==> src/rtl/tcw_fifo.sv <==
module tcw_fifo #(
  parameter int WIDTH = 8,
  parameter int DEPTH = 2,
  localparam int PTR_W = $clog2(DEPTH),
  localparam int CNT_W = $clog2(DEPTH + 1)
) (
  input  logic             clk,
  input  logic             rst,
  input  logic             push_valid,
  output logic             push_ready,
  input  logic [WIDTH-1:0] push_data,
  output logic             pop_valid,
  input  logic             pop_ready,
  output logic [WIDTH-1:0] pop_data
);

  localparam logic [PTR_W-1:0] LAST_PTR = PTR_W'(DEPTH - 1);
  localparam logic [CNT_W-1:0] FULL_CNT = CNT_W'(DEPTH);

  logic [WIDTH-1:0] slots [DEPTH];
  logic [PTR_W-1:0] wr_ptr;
  logic [PTR_W-1:0] rd_ptr;
  logic [CNT_W-1:0] count;
  logic             push;
  logic             pop;

  assign push_ready = (count != FULL_CNT);
  assign pop_valid  = (count != '0);
  assign pop_data   = slots[rd_ptr];
  assign push       = push_valid && push_ready;
  assign pop        = pop_valid && pop_ready;

  always_ff @(posedge clk) begin
    if (push) begin
      slots[wr_ptr] <= push_data;
    end
  end

  always_ff @(posedge clk) begin
    if (rst) begin
      wr_ptr <= '0;
      rd_ptr <= '0;
      count  <= '0;
    end else begin
      if (push) begin
        wr_ptr <= (wr_ptr == LAST_PTR) ? '0 : wr_ptr + 1'b1;
      end
      if (pop) begin
        rd_ptr <= (rd_ptr == LAST_PTR) ? '0 : rd_ptr + 1'b1;
      end
      if (push && !pop) begin
        count <= count + 1'b1;
      end else if (pop && !push) begin
        count <= count - 1'b1;
      end
    end
  end

endmodule

==> config.mk <==
export PLATFORM = sky130hd
export DESIGN_NAME = tcw_fifo
export DESIGN_NICKNAME = d
export VERILOG_FILES = /design/src/rtl/tcw_fifo.sv
export SDC_FILE = /design/constraint.sdc
export NUM_CORES = 1
export LEC_CHECK = 0
export BUFFER_PORTS_ARGS = -buffer_cell sky130_fd_sc_hd__buf_2
export CORE_MARGIN = 4
export CORE_UTILIZATION = 40
export DETAILED_ROUTE_END_ITERATION = 7
export GPL_ROUTABILITY_DRIVEN = 1
export HOLD_SLACK_MARGIN = 0.05
export MAX_ROUTING_LAYER = met4
export PLACE_DENSITY = 0.66
export SYNTH_ARGS = -nofsm -noshare
export SYNTH_HDL_FRONTEND = slang
export SYNTH_SLANG_ARGS = --single-unit
export TNS_END_PERCENT = 10
==> constraint.sdc <==
create_clock -name clk -period 1.85 [get_ports clk]
set_input_delay 0.185 -clock clk [delete_from_list [all_inputs] [get_ports clk]]
set_output_delay 0.185 -clock clk [all_outputs]
set_load 0.01 [all_outputs]
==> results.json <==
{
  "tns_ns": 0,
  "dp_cells": 94,
  "initial_core_util_pct": 44.3,
  "p_int_w": 0.000879,
  "seq_area_frac_synth_pct": 72.0,
  "synthTopCellsByArea": "edfxtp_1 60%, dfxtp_1 12%, mux2_2 11%, xor2_1 3.3%, nand2b_4 1.7%",
  "r2r_setup_slack_ns": 0.26,
  "cap_violations": 0,
  "area_growth_syn_to_layout_pct": 19.6,
  "grt_overflow": 0,
  "worst_clock_skew_ns": 0.00720,
  "drive_gt1_share_pct": 47.9,
  "crit_type": "flop to flop",
  "cts.repair.resized": 0,
  "io_pins": 22,
  "ys_ff_latch": 21,
  "gp_congestion": 0.689,
  "grt_pass1_wl_mm": 1.97,
  "cts.sinks": 21,
  "tightest_slew_ns": 0.377,
  "fin_nets": 87,
  "wl_per_cell_um": 11.9,
  "core-area_sq_mm": 0.00182,
  "p_leak_nw": 0.382,
  "p_sw_w": 0.000356,
  "seq_power_share_pct": 53.5,
  "grt_antenna_before_repair": 0,
  "netlist_area_sq_um": 806,
  "root_buffer": "clkbuf_4",
  "synth_async_sr_flop_share_pct": 0,
  "grt_pass1_vias": 477,
  "drtAntennaViolNets": 0,
  "hold_path_class": "primary input to flop",
  "grtUsageTotal_pct": 10.1,
  "ys_types": 17,
  "synth_edf_count": 16,
  "slew_headroom_pct": 74.9,
  "syn_nets": 62,
  "pwr_density_cell_mw_per_mm2": 1280,
  "die_h_um": 52.9,
  "cp-end-kind": "flop",
  "dominantRegCellSynth": "edfxtp_1",
  "synth_top_area_cell": "edfxtp_1",
  "first_iter_violations": 5,
  "dr.pass1.iters": 3,
  "cts_hold_buf": 0,
  "path_cells": "nand2b_4 -> and2_1 -> ha_1 -> or3_1 -> a21oi_1",
  "cp_top_family": "simple AND/OR/NAND/NOR gates",
  "rsz0062_at_grt": "false",
  "tritoncts": "built",
  "crit_required_ns": 2.07,
  "cts_buffers": 3,
  "dieArea_sq_mm": 0.00280,
  "worst-path-buf-inv": 0,
  "cts_buffer_depth": 2,
  "ir_drop_v": 0.000575,
  "synth_top_area_share_pct": 59.6,
  "htreeDepth": 1,
  "fmax_ghz": 0.629,
  "worstPathArrival_ns": 1.81,
  "syn_inst": 49,
  "fillCellCount": 177,
  "antenna_cells": 0,
  "clock_power_share_pct": 16.4,
  "setup_violations": 0,
  "comb_power_share_pct": 30.1,
  "grt_max_degree": 12,
  "fp-row-count": 15,
  "layout_min_cycle_time_ns": 1.59,
  "maxSlewViolCount": 0,
  "slowest_delay_ns": 0.38,
  "yosysWarnings": 0,
  "die_x_um": 52.9,
  "port_buffers": 21,
  "post-route-drc-count": 0,
  "drt_wl_total_mm": 1.17,
  "critPathLaunchType": "flop",
  "min_period_over_period_pct": 85.9,
  "postCtsSetupRepairBufs": 0,
  "fin_cells": 98,
  "outcome": "completed",
  "crit_slowest_cell": "or3_1",
  "insertion_delay_ns": 0.29,
  "clk_pin_slew_ns": 0.10,
  "crit_fanout": 5,
  "swShare_pct": 28.9,
  "final_hold_viol_count": 0,
  "vias": 458,
  "via_per_inst": 4.67,
  "syn_area_per_cell_sq_um": 16.4
}
==> flip-flops by register name, indices dropped and copies added (netlist names), named ones only <==
name	count
rd_ptr	1
wr_ptr	1
count	2
slots	16
==> path summary, 6_finish.rpt <==
path                      from           to  depth (start not counted)
hold reg to reg         rd_ptr         flop                          2
setup / recovery      count[0]     count[1]                          5
setup reg to reg      count[0]     count[1]                          5
hold / removal    push_data[4]  slots[0][4]                          1
==> worst reg2reg max path: cells and delay by family, from the launching register on <==
kind / cells / cell delay, ns
compound gates: 1 / 0.14
simple gates: 3 / 0.72
fa+ha+maj: 1 / 0.31
flops: 1 / 0.37
==> layout by cell type (no fill, tap or decap) <==
cell and instances:
a21bo_2 1, a21oi_1 2, and2_1 1, and3_1 1, buf_2 21, clkbuf_1 1
clkbuf_4 3, dfxtp_1 5, edfxtp_1 16, ha_1 1, inv_1 1, mux2_2 8
nand2b_4 1, nand3b_1 1, nor2_1 3, o21ai_0 2, or2_2 1, or3_1 1
xor2_1 3
==> Yosys cell counts (2+ instances only) <==
cell type / instances
a21oi_1: 2
edfxtp_1: 16
xor2_1: 3
nor2_1: 3
o21ai_0: 2
mux2_2: 8
dfxtp_1: 5
==> routing by layer <==
layer  wire [um]  share of wire [%]  GRT usage [%]
met5           0                  0              -
met4          12                1.0           5.11
met3          65                5.6           2.54
met2         567                 48           15.7
met1         524                 45           12.3
==> metrics by stage <==
step | total power [W] | setup slack (ns) | utilization [%] | area, sq um | hold WS, ns
finish | 0.00124 | 0.261 | 52.9 | 963 | 0.0784
floorplan | 0.000926 | 0.351 | - | 806 | 0.254
CTS | 0.00126 | 0.245 | 52.9 | 963 | 0.0629
global route | 0.00133 | 0.160 | 52.9 | 963 | 0.0509
detailed placement | 0.00105 | 0.280 | 51.5 | 937 | 0.377
global placement | 0.00104 | 0.341 | 51.5 | 937 | 0.373
==> logic make-up after synthesis <==
logic type               Yosys count  share of synthesized area, %
flip-flops                        21                          72.1
AND/OR/NAND/NOR                    9                          7.14
multiplexers                       8                          11.2
AO/OA/AOI/OAI                      5                          3.73
XOR/XNOR                           3                          3.26
buffers and inverters              2                          1.09
adder cells (fa/ha/maj)            1                          1.55
==> layout make-up <==
| cell class | count | area [sq um] | area share, % |
|---|---|---|---|
| Timing Repair Buffer | 21 | 105 | 10.9 |
| Clock buffer | 4 | 26.3 | 2.73 |
| Inverter | 1 | 3.75 | 0.390 |
| Tap cell | 25 | 31.3 | 3.25 |
| Sequential cell | 21 | 581 | 60.3 |
| Multi-Input combinational cell | 26 | 216 | 22.5 |
==> power by group through the flow <==
stage / Clock (W) / Combinational [W] / Sequential [W]
after detailed placement: 0 / 0.000378 / 0.000673
final: 0.000203 / 0.000371 / 0.000661
after global placement: 0 / 0.000373 / 0.000669
after CTS: 0.000212 / 0.000381 / 0.000664
after global routing: 0.000238 / 0.000420 / 0.000674
after floorplan: 0 / 0.000286 / 0.000641
(Power assumes the default switching activity.)
