## config.mk

```make
export PLATFORM = sky130hd
export DESIGN_NAME = tcw_front
export DESIGN_NICKNAME = d
export VERILOG_FILES = /design/src/rtl/tcw_pkg.sv /design/src/rtl/tcw_front.sv
export SDC_FILE = /design/constraint.sdc
export NUM_CORES = 1
export LEC_CHECK = 0
export BUFFER_PORTS_ARGS = -buffer_cell sky130_fd_sc_hd__buf_2
export CELL_PAD_IN_SITES_DETAIL_PLACEMENT = 0
export CELL_PAD_IN_SITES_GLOBAL_PLACEMENT = 2
export CORE_MARGIN = 2
export CORE_UTILIZATION = 10
export DETAILED_ROUTE_END_ITERATION = 16
export PLACE_DENSITY_LB_ADDON = 0.3
export SETUP_SLACK_MARGIN = 0.05
export SLEW_MARGIN = 10
export SYNTH_ARGS = -nofsm -noshare
export SYNTH_HDL_FRONTEND = slang
export SYNTH_SLANG_ARGS = --single-unit
```

## constraint.sdc

```tcl
create_clock -name vclk -period 0.8
set_input_delay 0.04 -clock vclk [all_inputs]
set_output_delay 0.04 -clock vclk [all_outputs]
set_load 0.005 [all_outputs]
```

## src/rtl/tcw_pkg.sv

```systemverilog
package tcw_pkg;

  localparam int DEF_COLS    = 80;
  localparam int DEF_ROWS    = 25;
  localparam int QUEUE_DEPTH = 2;

  localparam int CHAR_W     = 8;
  localparam int ATTR_W     = 8;
  localparam int CMD_W      = 2;
  localparam int OP_W       = 3;
  localparam int FG_W       = 4;
  localparam int BG_W       = 3;
  localparam int CFG_IDX_W  = 2;
  localparam int CFG_DATA_W = 4;

  // command codes on the input channel
  localparam logic [CMD_W-1:0] CMD_CHAR = 2'd0;
  localparam logic [CMD_W-1:0] CMD_RAW  = 2'd1;
  localparam logic [CMD_W-1:0] CMD_MOVE = 2'd2;
  localparam logic [CMD_W-1:0] CMD_READ = 2'd3;

  // configuration register indexes
  localparam logic [CFG_IDX_W-1:0] CFG_FG    = 2'd0;
  localparam logic [CFG_IDX_W-1:0] CFG_BG    = 2'd1;
  localparam logic [CFG_IDX_W-1:0] CFG_BLINK = 2'd2;

  localparam logic [CHAR_W-1:0] CHAR_SPACE = 8'h20;
  localparam logic [CHAR_W-1:0] CHAR_NL    = 8'h0A;
  localparam logic [CHAR_W-1:0] CHAR_BS    = 8'h08;
  localparam logic [ATTR_W-1:0] ATTR_RESET = 8'h07;
  localparam logic [FG_W-1:0]   FG_RESET   = 4'd7;
  localparam logic [BG_W-1:0]   BG_RESET   = 3'd0;

  // classified operation carried from front to back
  typedef enum logic [OP_W-1:0] {
    OP_NEWLINE   = 3'd0,
    OP_BACKSPACE = 3'd1,
    OP_WRITE     = 3'd2,
    OP_MOVE      = 3'd3,
    OP_READ      = 3'd4
  } op_t;

endpackage

```

## src/rtl/tcw_front.sv

```systemverilog
module tcw_front import tcw_pkg::*; #(
  parameter int COLS = DEF_COLS,
  parameter int ROWS = DEF_ROWS,
  localparam int COL_W = $clog2(COLS),
  localparam int ROW_W = $clog2(ROWS),
  localparam int ITEM_W = OP_W + CHAR_W + COL_W + ROW_W
) (
  input  logic              in_valid,
  output logic              in_ready,
  input  logic [CMD_W-1:0]  command,
  input  logic [CHAR_W-1:0] char_code,
  input  logic [COL_W-1:0]  col,
  input  logic [ROW_W-1:0]  row,
  input  logic              init_busy,
  output logic              push_valid,
  input  logic              push_ready,
  output logic [ITEM_W-1:0] push_data
);

  typedef struct packed {
    op_t               op;
    logic [CHAR_W-1:0] code;
    logic [COL_W-1:0]  col;
    logic [ROW_W-1:0]  row;
  } item_t;

  localparam logic [COL_W-1:0] LAST_COL = COL_W'(COLS - 1);
  localparam logic [ROW_W-1:0] LAST_ROW = ROW_W'(ROWS - 1);

  item_t item;

  // no beat is taken while the screen is being cleared after reset
  assign in_ready   = push_ready && !init_busy;
  assign push_valid = in_valid && !init_busy;
  assign push_data  = item;

  always_comb begin
    item.code = char_code;
    item.col  = (col > LAST_COL) ? LAST_COL : col;
    item.row  = (row > LAST_ROW) ? LAST_ROW : row;
    case (command)
      CMD_CHAR: begin
        if (char_code == CHAR_NL) begin
          item.op = OP_NEWLINE;
        end else if (char_code == CHAR_BS) begin
          item.op = OP_BACKSPACE;
        end else begin
          item.op = OP_WRITE;
        end
      end
      CMD_RAW:  item.op = OP_WRITE;
      CMD_MOVE: item.op = OP_MOVE;
      CMD_READ: item.op = OP_READ;
      default:  item.op = OP_READ;
    endcase
  end

endmodule

```

==> run summary <==
TIMING
-------------------------------------------------------------------------------------------------
Number of pins with negative max-slew slack in the final report                                 0
RSZ-0062 raised after global routing                                                          yes
Slew HR                                                                                     0.805
Min Tclk post-route                                                                        785 ps
Worst slew pin tran                                                                        291 ps
Final cycle utilization of the critical path                                                0.981
Final count of negative-setup-slack endpoints                                                   0
Final Worst Setup Slack                                                                   15.3 ps
Maximum clock frequency                                                                  1.27 GHz
Number of hold violations in the final report                                                   0
Tightest hold margin                                                                       253 ps

POWER
-------------------------------------------------------------------------------------------------
Post-layout power                                                                        0.247 mW
Total power divided by cell area                                                       451 nW/um2
Static Leakage                                                                           0.309 nW
Peak supply drop                                                                         0.127 mV

DRT
-------------------------------------------------------------------------------------------------
Post-DRT Antenna Nets                                                                           0
Number of remaining DRC errors                                                                  0
Avg Vias per Cell                                                                            3.44
First-pass DRT Iterations                                                                       1
Average routed wire per standard cell                                                     6.60 um
Total routed wirelength                                                                    700 um
Initial DRC count                                                                               0
DR vias                                                                                       365

CELLS AND AREA
-------------------------------------------------------------------------------------------------
Layout clock buffer count                                                                       0
Fill cell total of the finished layout                                                        277
NumNets Final                                                                                 106
Number of sequential cells in the layout                                                        0
Multi-input combinational cell area                                                       198 um2
Area of all placed cells without fillers                                                  548 um2
Synth-to-Final Area Change                                                                   117%
Non-Filler Instances                                                                          106
Number of inserted diodes                                                                       0
Total area of sequential cells                                                              0 um2
Fraction of layout instances using a drive strength above 1                                 0.750

GRT
-------------------------------------------------------------------------------------------------
Via count of the first global-routing pass                                                    257
Antenna violations before repair                                                                0
Pin count of the biggest net entering global routing                                            5
Global-route wire length before repair                                                     938 um
Gr ovfl total                                                                                   0
Total global routing track utilization                                                     0.0402

FLOORPLAN
-------------------------------------------------------------------------------------------------
Die area                                                                                 2950 um2
Overall die height                                                                        54.3 um
Std cell rows                                                                                  18
Die X                                                                                     54.3 um
Count of pins on the block boundary                                                            50
Initial standard-cell utilization of the core                                               0.104
Standard cell core area                                                                  2430 um2

WORST SETUP PATH
-------------------------------------------------------------------------------------------------
Data arrival time of the worst path                                                        740 ps
Req. time, crit path                                                                       760 ps
Kind of capture point of the worst setup path                                         output port
Critical path peak fanout                                                                       2
Critical path class                                                                        in2out
Critical path startpoint category                                                    primary input

WORST HOLD PATH
-------------------------------------------------------------------------------------------------
Start point of the worst min-delay path                                              char_code[2]
Path type of the worst min-delay path                                                      in2out
Endpoint with the worst hold slack                                                   push_data[14]
Worst Hold Path Cells                                                                           2

YOSYS
-------------------------------------------------------------------------------------------------
Number of distinct library cell variants in the gate-level netlist after synthesis             14
Sequential cell area fraction in the yosys report                                               0
Net count after synthesis                                                                      64
Area of the mapped netlist                                                                253 um2
Post-Syn Area per Cell                                                                   7.02 um2
Synthesized instance count                                                                     36
Synthesis Warnings                                                                              0

PLACEMENT
-------------------------------------------------------------------------------------------------
Routability-driven placement congestion ratio                                               0.597
Cells after DPL                                                                               106
Post-Place Worst Slack                                                                   -62.8 ps
Placed Instance Area                                                                      477 um2
Total of buffers placed on input and output ports                                              50
DPL Wire Length                                                                            674 um

STATUS
-------------------------------------------------------------------------------------------------
Result of the run                                                                    finished, final reports clean

JOB
-------------------------------------------------------------------------------------------------
Maximum capacitance violations                                                                  0

==> logic make-up (layout without fill, tap and decap cells) <==
logic type,Yosys count,after routing,synth area share
AND/OR/NAND/NOR,16,16,0.441
buffers and inverters,14,54,0.327
AO/OA/AOI/OAI,3,3,0.0842
adder cells (fa/ha/maj),3,3,0.149
==> how the worst max path moves through the flow <==
stage	start	endpoint	slack [ps]	cells after the start
finish	char_code[2]	push_data[20]	20	4
global route	char_code[2]	push_data[20]	-20	4
CTS	char_code[2]	push_data[20]	10	4
detailed placement	command[0]	push_data[20]	-60	6
global placement	command[0]	push_data[20]	-30	6
floorplan	command[0]	push_data[20]	190	4
==> worst max-delay path, cell delays in order <==
cell and delay (ps):
sky130_fd_sc_hd__buf_8 100, sky130_fd_sc_hd__nor4b_4 290, sky130_fd_sc_hd__a41o_1 200, sky130_fd_sc_hd__buf_2 110
==> final cells by class <==
cell class	count	share of cell area
multi-input combinational	22	0.361
timing repair buffer	51	0.537
inverter	3	0.0342
tap	30	0.0685
==> placed cells by master, fill, tap and decap left out <==
| master | Yosys | routed |
|---|---|---|
| sky130_fd_sc_hd__a31oi_1 | 1 | 1 |
| sky130_fd_sc_hd__a41o_1 | 1 | 1 |
| sky130_fd_sc_hd__and2_1 | 3 | 3 |
| sky130_fd_sc_hd__buf_2 | 0 | 46 |
| sky130_fd_sc_hd__buf_4 | 8 | 1 |
| sky130_fd_sc_hd__buf_6 | 0 | 1 |
| sky130_fd_sc_hd__buf_8 | 0 | 3 |
| sky130_fd_sc_hd__ha_1 | 3 | 1 |
| sky130_fd_sc_hd__ha_4 | 0 | 2 |
| sky130_fd_sc_hd__inv_1 | 3 | 1 |
| sky130_fd_sc_hd__inv_4 | 0 | 1 |
| sky130_fd_sc_hd__inv_6 | 0 | 1 |
| sky130_fd_sc_hd__nand2_1 | 1 | 1 |
| sky130_fd_sc_hd__nand2b_1 | 4 | 4 |
| sky130_fd_sc_hd__nor2_2 | 0 | 1 |
| sky130_fd_sc_hd__nor2b_1 | 5 | 5 |
| sky130_fd_sc_hd__nor3_1 | 1 | 1 |
| sky130_fd_sc_hd__nor4b_4 | 1 | 1 |
| sky130_fd_sc_hd__o21ai_1 | 1 | 1 |
==> synth_stat cells <==
master	instances	area [um2]
sky130_fd_sc_hd__clkbuf_1	3	11.3
sky130_fd_sc_hd__nor4b_4	1	23.8
sky130_fd_sc_hd__buf_4	8	60.1
sky130_fd_sc_hd__nand2_1	1	3.75
sky130_fd_sc_hd__a41o_1	1	10.0
sky130_fd_sc_hd__nor2_1	1	3.75
sky130_fd_sc_hd__nor2b_1	5	31.3
sky130_fd_sc_hd__and2_1	3	18.8
sky130_fd_sc_hd__ha_1	3	37.5
sky130_fd_sc_hd__o21ai_1	1	5.00
sky130_fd_sc_hd__nor3_1	1	5.00
sky130_fd_sc_hd__nand2b_1	4	25.0
sky130_fd_sc_hd__inv_1	3	11.3
sky130_fd_sc_hd__a31oi_1	1	6.26
==> per-stage QoR <==
stage	util	setup TNS (ps)
2_1_floorplan	-	0
3_3_place_gp	0.196	-30.1
3_5_place_dp	0.196	-62.8
4_1_cts	0.220	0
5_1_grt	0.225	-24.7
6_report	0.225	0
==> timing repair <==
action / CTS / global route
pin swaps: 2 / 1
setup buffers: 0 / 0
hold buffers: 0 / 0
gates resized for setup: 14 / 4
hold endpoints to repair: 0 / 0
setup endpoints to repair: 2 / 2
==> power by group <==
group          internal [mW]  switching [mW]
Clock                      0               0
Sequential                 0               0
Combinational          0.151          0.0962
Total                  0.151          0.0962
==> metal layers <==
layer  vias up  GRT usage  wire length [um]
met1       142     0.0572               280
met5         -          0                 0
met3         0    0.00546               140
met2        37     0.0683               280
met4         0          0                 0
li1        186          -                 -
No activity file was read; power rests on OpenSTA's default activity.
